### src/hdl/hcpp_pkg.sv
// Shared types and constants for the hard-core point placement unit.
`default_nettype none

package hcpp_pkg;

  localparam int COORD_BITS     = 16;
  localparam int MAX_POINTS_DEF = 256;
  localparam int MD_W           = 15;
  localparam int CFG_W          = 16;
  localparam int CFG_IDX_W      = 2;
  localparam int CNT_CFG_W      = 9;
  localparam int TRY_W          = 16;
  localparam int SLOT_W         = 8;
  localparam int TOTAL_W        = 9;

  localparam logic [CNT_CFG_W-1:0] NUCLEON_COUNT_RST = 9'd208;
  localparam logic [MD_W-1:0]      MIN_DISTANCE_RST  = 15'd102;
  localparam logic [TRY_W-1:0]     MAX_TRIES_RST     = 16'd1000;

  localparam logic CMD_CLEAR = 1'b0;
  localparam logic CMD_OFFER = 1'b1;

  typedef enum logic [CFG_IDX_W-1:0] {
    REG_NUCLEON_COUNT = 2'd0,
    REG_MIN_DISTANCE  = 2'd1,
    REG_MAX_TRIES     = 2'd2
  } cfg_reg_t;

  typedef enum logic [2:0] {
    ST_PLACED  = 3'd0,
    ST_OVERLAP = 3'd1,
    ST_SAMPLE  = 3'd2,
    ST_FORCED  = 3'd3,
    ST_IGNORED = 3'd4,
    ST_CLEARED = 3'd5
  } status_t;

  typedef enum logic [1:0] {
    S_IDLE,
    S_SCAN,
    S_DRAIN,
    S_DONE
  } state_t;

  typedef struct packed {
    logic                         cmd;
    logic                         sample_ok;
    logic signed [COORD_BITS-1:0] cand_x;
    logic signed [COORD_BITS-1:0] cand_y;
    logic signed [COORD_BITS-1:0] cand_z;
  } in_item_t;

  typedef struct packed {
    status_t              status;
    logic [SLOT_W-1:0]    slot;
    logic [TOTAL_W-1:0]   placed_total;
    logic                 set_full;
    logic [TRY_W-1:0]     tries_now;
  } out_item_t;

  typedef struct packed {
    logic signed [COORD_BITS-1:0] x;
    logic signed [COORD_BITS-1:0] y;
    logic signed [COORD_BITS-1:0] z;
  } point_t;

  typedef struct packed {
    logic busy;
    logic hit_valid;
    logic hit;
  } dist_stat_t;

endpackage

`default_nettype wire

### src/hdl/hcpp_dist.sv
// Pipelined distance test of one stored point against the candidate.
`default_nettype none

module hcpp_dist import hcpp_pkg::*; (
  input  wire logic                  clk,
  input  wire logic                  rst,
  input  wire logic                  rd_valid,
  input  wire point_t                stored,
  input  wire point_t                cand,
  input  wire logic [MD_W-1:0]       md,
  input  wire logic [2*MD_W-1:0]     lim,
  output dist_stat_t                 stat
);

  localparam int AD_W  = COORD_BITS + 1;
  localparam int SQ_W  = 2 * MD_W;
  localparam int SUM_W = SQ_W + 2;

  function automatic logic [AD_W-1:0] abs_diff(
    input logic signed [COORD_BITS-1:0] a,
    input logic signed [COORD_BITS-1:0] b
  );
    logic [AD_W-1:0] d;
    d = {a[COORD_BITS-1], a} - {b[COORD_BITS-1], b};
    return d[AD_W-1] ? (~d + AD_W'(1)) : d;
  endfunction

  logic [AD_W-1:0] adx, ady, adz;
  logic            near_c;
  logic            v1, near1;
  logic [MD_W-1:0] ax1, ay1, az1;
  logic [SQ_W-1:0] sqx_c, sqy_c, sqz_c;
  logic            v2, near2;
  logic [SQ_W-1:0] sqx2, sqy2, sqz2;
  logic [SUM_W-1:0] sum2;

  always_comb begin
    adx    = abs_diff(stored.x, cand.x);
    ady    = abs_diff(stored.y, cand.y);
    adz    = abs_diff(stored.z, cand.z);
    near_c = (adx < AD_W'(md)) && (ady < AD_W'(md)) && (adz < AD_W'(md));
    sqx_c  = SQ_W'(ax1) * SQ_W'(ax1);
    sqy_c  = SQ_W'(ay1) * SQ_W'(ay1);
    sqz_c  = SQ_W'(az1) * SQ_W'(az1);
    sum2   = SUM_W'(sqx2) + SUM_W'(sqy2) + SUM_W'(sqz2);
  end

  always_ff @(posedge clk) begin
    if (rst) begin
      v1 <= 1'b0;
      v2 <= 1'b0;
    end else begin
      v1 <= rd_valid;
      v2 <= v1;
    end
  end

  always_ff @(posedge clk) begin
    near1 <= near_c;
    ax1   <= adx[MD_W-1:0];
    ay1   <= ady[MD_W-1:0];
    az1   <= adz[MD_W-1:0];
    near2 <= near1;
    sqx2  <= sqx_c;
    sqy2  <= sqy_c;
    sqz2  <= sqz_c;
  end

  assign stat.busy      = v1 | v2;
  assign stat.hit_valid = v2;
  assign stat.hit       = near2 && (sum2 < SUM_W'(lim));

endmodule

`default_nettype wire

### config.mk
export PLATFORM = sky130hd
export DESIGN_NAME = hcpp_dist
export DESIGN_NICKNAME = d
export VERILOG_FILES = /design/src/hdl/hcpp_pkg.sv /design/src/hdl/hcpp_dist.sv
export SDC_FILE = /design/constraint.sdc
export NUM_CORES = 2
export LEC_CHECK = 0
export ABC_AREA = 1
export CAP_MARGIN = 20
export CORE_MARGIN = 5
export CORE_UTILIZATION = 40
export CTS_BUF_LIST = sky130_fd_sc_hd__clkbuf_4 sky130_fd_sc_hd__clkbuf_8 sky130_fd_sc_hd__clkbuf_16
export DETAILED_ROUTE_END_ITERATION = 10
export DONT_BUFFER_PORTS = 1
export PLACE_DENSITY = 0.63
export SYNTH_ARGS = -nofsm -noshare
export SYNTH_HDL_FRONTEND = slang
export SYNTH_SLANG_ARGS = --single-unit
export TNS_END_PERCENT = 10
### constraint.sdc
create_clock -name clk -period 7 [get_ports clk]
set_input_delay 1.05 -clock clk [delete_from_list [all_inputs] [get_ports clk]]
set_output_delay 1.05 -clock clk [all_outputs]
set_load 0.05 [all_outputs]
==> results.py <==
metrics = {
    "synthesis": {
        "syn-cell-area_um2": 29600,
        "synthCells": 3852,
        "synth_ff_type": "dfxtp_1",
        "yosysWarnings": 0,
        "yosysSeqAreaShare_pct": 9.20,
        "synth.distinct_cells": 47,
        "synth.avg_cell_area_um2": 7.68,
        "synth_edf_count": 0,
        "synth_nets": 4861,
        "synth_seq_cells": 136,
        "async_reset_ff_share_pct": 0,
    },
    "route": {
        "drc": 0,
        "wirelength_um": 68400,
        "antenna_left": 0,
        "drtIter0Drc": 1166,
        "viasPerCell": 4.72,
        "wl_per_cell_um": 14.3,
        "dr.pass1.iters": 6,
        "vias": 22656,
    },
    "clock_tree": {
        "cts-htree-levels": 4,
        "cts.reportedPaths.clkPinSlew_ns": 0.07,
        "clockRootBuffer": "clkbuf_16",
        "clock-sinks": 136,
        "cts_tree": "built",
        "insertion_delay_ns": 0.45,
        "hold_buffers": 0,
        "clk_path_buf_depth": 2,
        "cts_resized": 0,
        "cts_buffers": 17,
        "post_cts_buffers": 0,
    },
    "worst_setup_path": {
        "crit_required_ns": 7.38,
        "r2r-start": "ax1[1]",
        "r2r_cells": 20,
        "cp_max_fo": 15,
        "reg2reg_setup_slack_ns": 1.0,
        "crit_path_end_kind": "flip-flop",
        "path_class": "reg -> reg",
        "critical_path_arrival_ns": 6.38,
        "r2r_end": "sqx2[26]",
        "cp-start-kind": "flip-flop",
    },
    "die": {
        "rows": 99,
        "die_w_um": 282,
        "io-pin-count": 147,
        "initial_core_util_pct": 40.4,
        "die_height_um": 282,
        "coreArea_um2": 73200,
        "die_area_um2": 79500,
    },
    "worst_hold_path": {
        "whs_endpoint": "near2",
        "hold_start": "near1",
        "min_path_type": "reg -> reg",
        "holdPathStages": 0,
    },
    "sta": {
        "maxSlewHeadroom_pct": 45.6,
        "fin_crit_sh_pct": 85.7,
        "min_period_ns": 6.00,
        "setup_viol": 0,
        "hold_viol_final": 0,
        "rsz0062_at_grt": "no",
        "max_freq_ghz": 0.167,
        "fin_tns_setup_ns": 0,
        "tightestPinTransition_ns": 0.815,
        "finalMaxSlewViolations": 0,
        "fin_skew_ns": 0.0202,
    },
    "placed_design": {
        "port_buffers": 0,
        "hpwl_um": 60600,
        "place.gp.congestion": 0.892,
    },
    "grt": {
        "use_met2_pct": 30.9,
        "grt_pass1_vias": 23569,
        "grt_max_degree": 18,
        "groute.usage.overall_pct": 17.8,
        "grt_pass1_wl_um": 116000,
        "grt_antenna_before_repair": 1,
        "top_usage_layer": "met2",
        "gr-total-overflow": 0,
        "globalRouteMet1Util_pct": 24.2,
        "grtUsageMet3_pct": 2.40,
    },
    "run": {
        "cap_viol_max_count": 0,
    },
    "final_layout": {
        "final_nets": 4831,
        "layout_common_cells": "1050 x inv_1, 839 x nand2_1, 437 x fa_1",
        "layout_commonest_cell": "inv_1",
        "area_delta_synth_final_pct": 5.58,
        "layout-drive-gt1-share_pct": 2.22,
    },
    "status": {
        "status": "finished clean",
    },
}
[worst max-delay path, cell delays in order, from the launching register on]
cell and delay [ns]:
dfxtp_1 0.79, nand2_1 0.16, fa_1 0.56, fa_1 0.55
inv_1 0.05, fa_1 0.48, fa_1 0.50, fa_1 0.49
inv_1 0.05, fa_1 0.48, inv_1 0.04, ha_1 0.33
nand2_1 0.10, nor4_1 0.50, nand4_1 0.17, nand3_1 0.18
nand3_1 0.09, nand2_1 0.10, nand3_1 0.07, nand2_1 0.08
xor2_1 0.16
[kinds of logic after synthesis]
logic type	Yosys count	share of synthesized area (%)
AO/OA/AOI/OAI	346	6.81
XOR/XNOR	173	5.15
adder cells (fa/ha/maj)	865	47.7
buffers and inverters	1105	14.0
flip-flops	136	9.20
other	1	0.0127
AND/OR/NAND/NOR	1226	17.1
[area by class of cell]
cell class / count / area, µm²
repair buffers: 2 / 15.0
clock buffers: 18 / 433
diodes: 1 / 2.50
fillers: 7440 / 42000
inverters: 1054 / 3960
flip-flops and latches: 136 / 2720
well taps: 959 / 1200
multi-input cells: 2611 / 22700
clock inverters: 14 / 199
[worst max path at each step]
stage | startpoint | end | slack, ns | cells past startpoint
3_5_place_dp | ay1[4] | sqy2[24] | 1.11 | 21
3_3_place_gp | az1[10] | sqz2[22] | 1.17 | 22
2_1_floorplan | az1[8] | sqz2[22] | 1.49 | 27
5_1_grt | ax1[5] | sqx2[26] | 0.68 | 20
4_1_cts | ay1[4] | sqy2[24] | 1.10 | 21
6_report | ax1[1] | sqx2[26] | 1.0 | 20
[sequential cells by signal, indices dropped and copies added (netlist names)]
signal  flops
v2          1
near1       1
near2       1
sqz2       29
sqx2       29
sqy2       29
az1        15
v1          1
ay1        15
ax1        15
[routing by layer]
layer / wire (µm) / share of wire, % / vias to the layer above
met2: 32400 / 47 / 400
li1: - / - / 11536
met5: 0 / 0 / -
met4: 1160 / 1.7 / 0
met1: 32300 / 47 / 10661
met3: 2560 / 3.7 / 59
[synth_stat cells, types with 11 or more instances]
library cell	n	area share, %
o21a_1	14	0.36
nor3_1	28	0.47
a21oi_1	170	2.9
dfxtp_1	136	9.2
o21bai_1	22	0.56
o21ai_0	67	1.1
inv_1	1050	13
a211oi_1	11	0.28
xnor2_1	52	1.5
nand4_1	35	0.74
nand2_1	839	11
nor2_1	157	2.0
nand2_2	15	0.32
clkbuf_1	49	0.62
ha_1	428	18
nand3_1	111	1.9
xor2_1	120	3.6
fa_1	437	30
[stage by stage]
stage          instance area (µm²)  setup WS (ns)  instances  hold WS (ns)  utilization, %
6_report                     31200          0.999       4795         0.328            42.7
5_1_grt                      31200          0.680       4794         0.334            42.7
3_5_place_dp                 30600           1.11       4762         0.315            41.8
3_3_place_gp                 30600           1.17       4762         0.310            41.8
2_1_floorplan                29600           1.49       3852         0.310               -
4_1_cts                      31200           1.10       4794         0.330            42.7
Power is not shown: default switching activity piles up to over one toggle a cycle in this logic, so the estimate is an artifact.
